## src/hdl/patm_pkg.sv

```systemverilog
package patm_pkg;

  localparam int MAX_TERMS_DEF = 16;
  localparam int COEF_W        = 16;
  localparam int SUM_W         = 17;
  localparam int PROD_W        = 36;
  localparam int MUL_W         = 2 * COEF_W;
  localparam int DEG_W         = 4;
  localparam int PADDR_W       = 3;
  localparam int PDATA_W       = 32;
  localparam int REG_DEGREE    = 0;
  localparam logic [DEG_W-1:0] DEGREE_RST = 4'd15;

  typedef struct packed {
    logic wr_en;
    logic rd_en;
    logic first;
    logic lastk;
    logic load_out;
    logic out_last;
  } ctl_cmd_t;

  typedef struct packed {
    logic out_free;
  } dp_status_t;

endpackage

```

## src/hdl/patm_ram.sv

```systemverilog
module patm_ram #(
  parameter int WIDTH = 16,
  parameter int DEPTH = 16
) (
  input  logic                     clk,
  input  logic                     we,
  input  logic [$clog2(DEPTH)-1:0] waddr,
  input  logic [WIDTH-1:0]         wdata,
  input  logic [$clog2(DEPTH)-1:0] raddr,
  output logic [WIDTH-1:0]         rdata
);

  logic [WIDTH-1:0] mem [DEPTH];

  always_ff @(posedge clk) begin
    if (we) begin
      mem[waddr] <= wdata;
    end
    rdata <= mem[raddr];
  end

endmodule

```

## src/hdl/patm_ctl.sv

```systemverilog
module patm_ctl #(
  parameter int MAX_TERMS = patm_pkg::MAX_TERMS_DEF
) (
  input  logic                         clk,
  input  logic                         rst,
  input  logic                         in_valid,
  output logic                         in_stall,
  input  logic                         cfg_clear,
  input  logic [$clog2(MAX_TERMS)-1:0] last_idx,
  input  patm_pkg::dp_status_t         status,
  output patm_pkg::ctl_cmd_t           cmd,
  output logic [$clog2(MAX_TERMS)-1:0] wr_addr,
  output logic [$clog2(MAX_TERMS)-1:0] rd_addr_a,
  output logic [$clog2(MAX_TERMS)-1:0] rd_addr_b,
  output logic [$clog2(MAX_TERMS)-1:0] k_idx
);
  import patm_pkg::*;

  localparam int AW = $clog2(MAX_TERMS);

  typedef enum logic [4:0] {
    S_LOAD   = 5'b00001,
    S_MAC    = 5'b00010,
    S_DRAIN1 = 5'b00100,
    S_DRAIN2 = 5'b01000,
    S_EMIT   = 5'b10000
  } state_t;

  state_t        state, state_next;
  logic [AW-1:0] load_count, load_count_next;
  logic [AW-1:0] k, k_next;
  logic [AW-1:0] i, i_next;
  logic          in_acc;

  assign in_stall  = (state != S_LOAD);
  assign in_acc    = in_valid && !in_stall;
  assign wr_addr   = load_count;
  assign rd_addr_a = i;
  assign rd_addr_b = k - i;
  assign k_idx     = k;

  always_comb begin
    state_next      = state;
    load_count_next = load_count;
    k_next          = k;
    i_next          = i;
    cmd             = '0;
    unique case (state)
      S_LOAD: begin
        if (in_acc) begin
          cmd.wr_en = 1'b1;
          if (load_count == last_idx) begin
            load_count_next = '0;
            k_next          = '0;
            i_next          = '0;
            state_next      = S_MAC;
          end else begin
            load_count_next = load_count + 1'b1;
          end
        end
      end
      S_MAC: begin
        cmd.rd_en = 1'b1;
        cmd.first = (i == '0);
        cmd.lastk = (i == k);
        if (i == k) begin
          state_next = S_DRAIN1;
        end else begin
          i_next = i + 1'b1;
        end
      end
      S_DRAIN1: state_next = S_DRAIN2;
      S_DRAIN2: state_next = S_EMIT;
      S_EMIT: begin
        if (status.out_free) begin
          cmd.load_out = 1'b1;
          cmd.out_last = (k == last_idx);
          if (k == last_idx) begin
            state_next = S_LOAD;
          end else begin
            k_next     = k + 1'b1;
            i_next     = '0;
            state_next = S_MAC;
          end
        end
      end
      default: state_next = S_LOAD;
    endcase
    if (cfg_clear) begin
      load_count_next = '0;
    end
  end

  always_ff @(posedge clk) begin
    if (rst) begin
      state      <= S_LOAD;
      load_count <= '0;
      k          <= '0;
      i          <= '0;
    end else begin
      state      <= state_next;
      load_count <= load_count_next;
      k          <= k_next;
      i          <= i_next;
    end
  end

endmodule

```

## src/hdl/patm_dp.sv

```systemverilog
module patm_dp #(
  parameter int MAX_TERMS = patm_pkg::MAX_TERMS_DEF
) (
  input  logic                                clk,
  input  logic                                rst,
  input  logic signed [patm_pkg::COEF_W-1:0]  coef_a,
  input  logic signed [patm_pkg::COEF_W-1:0]  coef_b,
  input  patm_pkg::ctl_cmd_t                  cmd,
  output patm_pkg::dp_status_t                status,
  input  logic [$clog2(MAX_TERMS)-1:0]        wr_addr,
  input  logic [$clog2(MAX_TERMS)-1:0]        rd_addr_a,
  input  logic [$clog2(MAX_TERMS)-1:0]        rd_addr_b,
  input  logic [$clog2(MAX_TERMS)-1:0]        k_idx,
  output logic                                out_valid,
  input  logic                                out_stall,
  output logic [patm_pkg::DEG_W-1:0]          term_degree,
  output logic signed [patm_pkg::SUM_W-1:0]   sum_coef,
  output logic signed [patm_pkg::PROD_W-1:0]  prod_coef,
  output logic                                last
);
  import patm_pkg::*;

  logic [COEF_W-1:0]        rd_a, rd_b;
  logic                     rd_valid, rd_first, rd_lastk;
  logic signed [COEF_W-1:0] ak, bk;
  logic signed [MUL_W-1:0]  prod;
  logic                     prod_valid;
  logic signed [PROD_W-1:0] acc;

  patm_ram #(.WIDTH(COEF_W), .DEPTH(MAX_TERMS)) u_store_a (
    .clk   (clk),
    .we    (cmd.wr_en),
    .waddr (wr_addr),
    .wdata (coef_a),
    .raddr (rd_addr_a),
    .rdata (rd_a)
  );

  patm_ram #(.WIDTH(COEF_W), .DEPTH(MAX_TERMS)) u_store_b (
    .clk   (clk),
    .we    (cmd.wr_en),
    .waddr (wr_addr),
    .wdata (coef_b),
    .raddr (rd_addr_b),
    .rdata (rd_b)
  );

  assign status.out_free = !out_valid || !out_stall;

  always_ff @(posedge clk) begin
    if (rst) begin
      rd_valid   <= 1'b0;
      prod_valid <= 1'b0;
      out_valid  <= 1'b0;
    end else begin
      rd_valid   <= cmd.rd_en;
      prod_valid <= rd_valid;
      if (cmd.load_out) begin
        out_valid <= 1'b1;
      end else if (!out_stall) begin
        out_valid <= 1'b0;
      end
    end
  end

  always_ff @(posedge clk) begin
    rd_first <= cmd.first;
    rd_lastk <= cmd.lastk;
    if (rd_valid && rd_first) begin
      bk <= $signed(rd_b);
    end
    if (rd_valid && rd_lastk) begin
      ak <= $signed(rd_a);
    end
    prod <= $signed(rd_a) * $signed(rd_b);
    if (cmd.rd_en && cmd.first) begin
      acc <= '0;
    end else if (prod_valid) begin
      acc <= acc + PROD_W'(prod);
    end
    if (cmd.load_out) begin
      term_degree <= DEG_W'(k_idx);
      sum_coef    <= SUM_W'(ak) + SUM_W'(bk);
      prod_coef   <= acc;
      last        <= cmd.out_last;
    end
  end

endmodule

```

## src/hdl/polynomial_add_and_truncated_multiply.sv

```systemverilog
// Results: after the last pair of a set is accepted, each result k is computed in turn
//   by reading a[i] and b[k - i] for i = 0 to k, passing the S_DRAIN1 and S_DRAIN2
//   states and loading the output register, which waits while the output is stalled.
// One set of n = degree + 1 terms at a time; input stalls from the end of its load until
//   its final term is issued. One multiply-accumulate unit, one read port per store.
// Reset (rst, synchronous): degree = 15, load count cleared, stores not cleared.
module polynomial_add_and_truncated_multiply #(
  parameter int MAX_TERMS = patm_pkg::MAX_TERMS_DEF
) (
  input  logic                                clk,
  input  logic                                rst,
  input  logic                                psel,
  input  logic                                penable,
  input  logic                                pwrite,
  input  logic [patm_pkg::PADDR_W-1:0]        paddr,
  input  logic [patm_pkg::PDATA_W-1:0]        pwdata,
  output logic [patm_pkg::PDATA_W-1:0]        prdata,
  output logic                                pready,
  input  logic                                in_valid,
  output logic                                in_stall,
  input  logic signed [patm_pkg::COEF_W-1:0]  coef_a,
  input  logic signed [patm_pkg::COEF_W-1:0]  coef_b,
  output logic                                out_valid,
  input  logic                                out_stall,
  output logic [patm_pkg::DEG_W-1:0]          term_degree,
  output logic signed [patm_pkg::SUM_W-1:0]   sum_coef,
  output logic signed [patm_pkg::PROD_W-1:0]  prod_coef,
  output logic                                last
);
  import patm_pkg::*;

  localparam int AW      = $clog2(MAX_TERMS);
  localparam int LastMax = MAX_TERMS - 1;

  logic [DEG_W-1:0] degree;
  logic             deg_sel, deg_wr;
  logic [AW-1:0]    last_idx;
  logic [AW-1:0]    wr_addr, rd_addr_a, rd_addr_b, k_idx;
  ctl_cmd_t         cmd;
  dp_status_t       status;

  assign pready  = 1'b1;
  assign deg_sel = (paddr[PADDR_W-1:2] == (PADDR_W-2)'(REG_DEGREE));
  assign deg_wr  = psel && penable && pwrite && pready && deg_sel;
  assign prdata  = deg_sel ? PDATA_W'(degree) : '0;

  always_ff @(posedge clk) begin
    if (rst) begin
      degree <= DEGREE_RST;
    end else if (deg_wr) begin
      degree <= pwdata[DEG_W-1:0];
    end
  end

  always_comb begin
    if (32'(degree) > LastMax) begin
      last_idx = AW'(LastMax);
    end else begin
      last_idx = AW'(degree);
    end
  end

  patm_ctl #(.MAX_TERMS(MAX_TERMS)) u_ctl (
    .clk       (clk),
    .rst       (rst),
    .in_valid  (in_valid),
    .in_stall  (in_stall),
    .cfg_clear (deg_wr),
    .last_idx  (last_idx),
    .status    (status),
    .cmd       (cmd),
    .wr_addr   (wr_addr),
    .rd_addr_a (rd_addr_a),
    .rd_addr_b (rd_addr_b),
    .k_idx     (k_idx)
  );

  patm_dp #(.MAX_TERMS(MAX_TERMS)) u_dp (
    .clk         (clk),
    .rst         (rst),
    .coef_a      (coef_a),
    .coef_b      (coef_b),
    .cmd         (cmd),
    .status      (status),
    .wr_addr     (wr_addr),
    .rd_addr_a   (rd_addr_a),
    .rd_addr_b   (rd_addr_b),
    .k_idx       (k_idx),
    .out_valid   (out_valid),
    .out_stall   (out_stall),
    .term_degree (term_degree),
    .sum_coef    (sum_coef),
    .prod_coef   (prod_coef),
    .last        (last)
  );

  // stall rises only on the request that completes a set
  a_stall_rise: assert property (@(posedge clk) disable iff (rst)
    !$past(rst) && $rose(in_stall) |-> $past(in_valid))
    else $error("input stall rose without a completing request");

  // loading resumes only once the final term is in the output register
  a_stall_fall: assert property (@(posedge clk) disable iff (rst)
    !$past(rst) && $fell(in_stall) |-> out_valid && last)
    else $error("input reopened before final term was issued");

  a_mid_set: assert property (@(posedge clk) disable iff (rst)
    out_valid && !last |-> in_stall)
    else $error("non-final term pending while accepting input");

endmodule

```

## config.mk

```make
export PLATFORM = sky130hd
export DESIGN_NAME = polynomial_add_and_truncated_multiply
export DESIGN_NICKNAME = d
export VERILOG_FILES = /design/src/hdl/patm_pkg.sv /design/src/hdl/patm_ram.sv /design/src/hdl/patm_ctl.sv /design/src/hdl/patm_dp.sv /design/src/hdl/polynomial_add_and_truncated_multiply.sv
export SDC_FILE = /design/constraint.sdc
export NUM_CORES = 1
export LEC_CHECK = 0
export BUFFER_PORTS_ARGS = -buffer_cell sky130_fd_sc_hd__buf_4
export CORE_AREA = 4 4 298 300
export DETAILED_ROUTE_END_ITERATION = 7
export DIE_AREA = 0 0 302 304
export SYNTH_ARGS = -nofsm -noshare
export SYNTH_HDL_FRONTEND = slang
export SYNTH_HIERARCHICAL = 1
export SYNTH_SLANG_ARGS = --single-unit
```

## constraint.sdc

```tcl
create_clock -name clk -period 5.2 [get_ports clk]
set_input_delay 1.04 -clock clk [delete_from_list [all_inputs] [get_ports clk]]
set_output_delay 1.04 -clock clk [all_outputs]
set_load 0.02 [all_outputs]
```

==> reports/qor.csv <==
stage,metric,value,unit
status,status,"finished, violations left",
status,violated checks,setup timing,
route,routed wire length,86.6,mm
route,1st-iter DRT viols,1432,
setup_path,cell mode on critical path,fa_1,
cells_and_area,final-layout fill cell count,7166,
clock_tree,CTS tree,built,
route,drc violations,0,
sta,post-layout min period,5.60,ns
setup_path,CP Capture Type,flop,
global_route,vias in the first global route,24000,
yosys,register area share after synthesis,53.3,%
hold_path,HP Class,reg2reg,
sta,Worst slew margin,24.2,%
yosys,Mapped Cells,2727,
floorplanning,Die W,302,microns
cells_and_area,area of the multi-input gates,16700,sq um
sta,Tcrit/Tclk final,108,%
placed_design,I/O Buffers,107,
setup_path,startpoint types,flop,
clock_tree,CTS Buf Count,77,
sta,endpoints failing setup,15,
clock_tree,register clock-pin slew on the reported worst setup and hold paths,0.06,ns
yosys,Yosys top cell area share,46.8,%
cells_and_area,"Area growth, synth to finish",17.4,%
yosys,main area contributors after synthesis,"edfxtp_1 (47%), fa_1 (14%), dfxtp_1 (6.5%), mux4_2 (6.3%), ha_1 (4.5%)",
setup_path,"Largest stage delay, worst path",0.53,ns
floorplanning,die area,91800,sq um
clock_tree,H-tree depth,3,
yosys,most frequent cell after synthesis,edfxtp_1,
floorplanning,Rows,108,
yosys,most common flop cell mapped by yosys,edfxtp_1,
setup_path,"Arr. time, crit path",6.14,ns
yosys,yosys warns,6,
placed_design,HPWL after DPL,57.8,mm
route,post-route antenna net violation count,0,
setup_path,"critical path fanouts, max",8,
sta,worst slew pin tran,1.14,ns
global_route,initial antenna violation count,4,
yosys,Synth cell types,87,
clock_tree,worst skew pair latency,0.66,ns
route,routed vias/inst,5.25,
placed_design,GP Congestion,0.860,
setup_path,kind of critical path,reg2reg,
setup_path,Worst EP required,5.74,ns
sta,unrepaired setup endpoints after global routing,yes,
global_route,grt ovf,0,
sta,Final Hold Viols,0,
yosys,ys async rst share,0,%
clock_tree,# clock sinks,728,
setup_path,worst-path cell chain,and2_4 > fa_1 > inv_1 > fa_2 > fa_2 > fa_1 > inv_1 > fa_1 > fa_1 > ha_4 > nand2_4 > or3_4 > o211ai_1 > nand3_2 > buf_4 > nor2_4 > mux2i_1 > o311a_1,
placed_design,DP Worst Slack,-0.684,ns
global_route,first-pass GRT wire length,136,mm
clock_tree,Clock Path Buffers,3,
floorplanning,core area,86200,sq um
sta,maximum clock rate,179,MHz
sta,Setup Skew,0.0642,ns
cells_and_area,Nets,3532,
route,WL per Instance,20.3,microns
yosys,"EDFF count, synth",602,
yosys,#FFs+latches synth,728,
sta,"Slew Viols, Final",0,
cells_and_area,register area,20700,sq um
floorplanning,initial core utilization,44.8,%
route,drt pass-1 iters,6,
setup_path,Worst Path Buf+Inv,3,
route,Vias,22500,
yosys,"Avg Cell Area, Syn",14.2,sq um
sta,Final WS setup,-0.396,ns
global_route,largest net degree at the start of global routing,69,
setup_path,Top delay family on crit path,adder cells,
global_route,Tot GR Track Use,19.0,%
sta,setup TNS,-3.53,ns
yosys,Synth area leader,edfxtp_1,
floorplanning,I/O pin count,167,
yosys,Post-Syn Area,38600,sq um
floorplanning,die height,304,microns
cells_and_area,share of cells above drive strength 1,23.3,%
run,max-cap violations,0,
clock_tree,root buffer selected by CTS,clkbuf_16,
yosys,Synth top cells by count,"edfxtp_1 (602), inv_1 (320), fa_1 (265), nand2_1 (197), ha_1 (140)",
setup_path,slowest cell on the critical path,fa_1,
[cells by family after synthesis]
family / share of synthesized area [%]
AND/OR/NAND/NOR: 7.86
adder cells (fa/ha/maj): 18.3
other: 0.0194
flip-flops: 53.3
AO/OA/AOI/OAI: 5.45
multiplexers: 8.26
buffers and inverters: 4.82
XOR/XNOR: 1.97
[worst paths after layout]
check	from	end	slack, ns	cells after the start
max reg2reg	u_dp/u_store_b/rdata[4]	u_dp/prod[22]	-0.40	18
max	u_dp/u_store_b/rdata[4]	u_dp/prod[22]	-0.40	18
min reg2reg	u_dp/acc[35]	u_dp/prod_coef[35]	0.45	0
min	u_dp/acc[35]	u_dp/prod_coef[35]	0.45	0
[flip-flops by register name, indices dropped and copies added, names as in the netlist, 4 cells and up]
signal                flops
degree                    4
u_ctl/k_idx               4
u_ctl/rd_addr_a           4
u_ctl/state               5
u_ctl/wr_addr             4
u_dp/acc                 36
u_dp/ak                  16
u_dp/bk                  16
u_dp/prod                32
u_dp/prod_coef           36
u_dp/sum_coef            17
u_dp/term_degree          4
u_dp/u_store_a/mem      256
u_dp/u_store_a/rdata     16
u_dp/u_store_b/mem      256
u_dp/u_store_b/rdata     16
[cell usage in the layout (no fill, tap or decap), drive strengths merged, types with 12 or more instances in the layout]
master | synthesis | routed
nand2 | 197 | 197
a22oi | 65 | 65
o21ai | 50 | 50
mux4 | 128 | 128
nor2b | 15 | 15
ha | 140 | 140
clkbuf | 55 | 106
nor2 | 133 | 133
nor3 | 34 | 34
conb | 2 | 29
nand2b | 18 | 18
and2 | 134 | 134
dfxtp | 126 | 126
a21oi | 72 | 72
a21o | 20 | 20
a211oi | 12 | 12
edfxtp | 602 | 602
mux2i | 23 | 23
o21a | 14 | 14
fa | 265 | 265
nand3 | 25 | 25
buf | 63 | 338
inv | 322 | 322
clkinv | 1 | 33
xor2 | 25 | 25
xnor2 | 62 | 62
[per-layer routing]
layer,share of wire [%],vias up,track usage [%]
li1,-,10300,-
met1,42,11400,25.3
met2,49,623,31.8
met3,6.4,129,3.95
met4,2.3,4,5.37
met5,0.092,-,0.476
[area by class of cell]
type,instances,share of cell area (%)
Clock inverter,38,0.845
Antenna cell,4,0.0221
Multi-Input combinational cell,1585,36.9
Tap cell,1155,3.19
Inverter,323,2.69
Timing Repair Buffer,338,6.16
Sequential cell,728,45.6
Clock buffer,106,4.62
[stage by stage]
stage	utilization, %	std cells	hold WS (ns)	cell area, sq um
floorplan	-	2754	0.417	39000
global route	52.6	4274	0.455	45300
detailed placement	48.9	4098	0.438	42200
CTS	52.3	4261	0.449	45100
global placement	48.9	4098	0.426	42200
finish	52.6	4277	0.448	45300
[timing repair]
item / in CTS / in global routing
buffers inserted: 22 / 12
hold buffers: 0 / 0
pin swaps: 50 / 55
endpoints found under the setup margin: 20 / 18
endpoints found under the hold margin: 0 / 0
resized for setup: 82 / 52
Power is not shown: default switching activity piles up to over one toggle a cycle in this logic, so the estimate is an artifact.
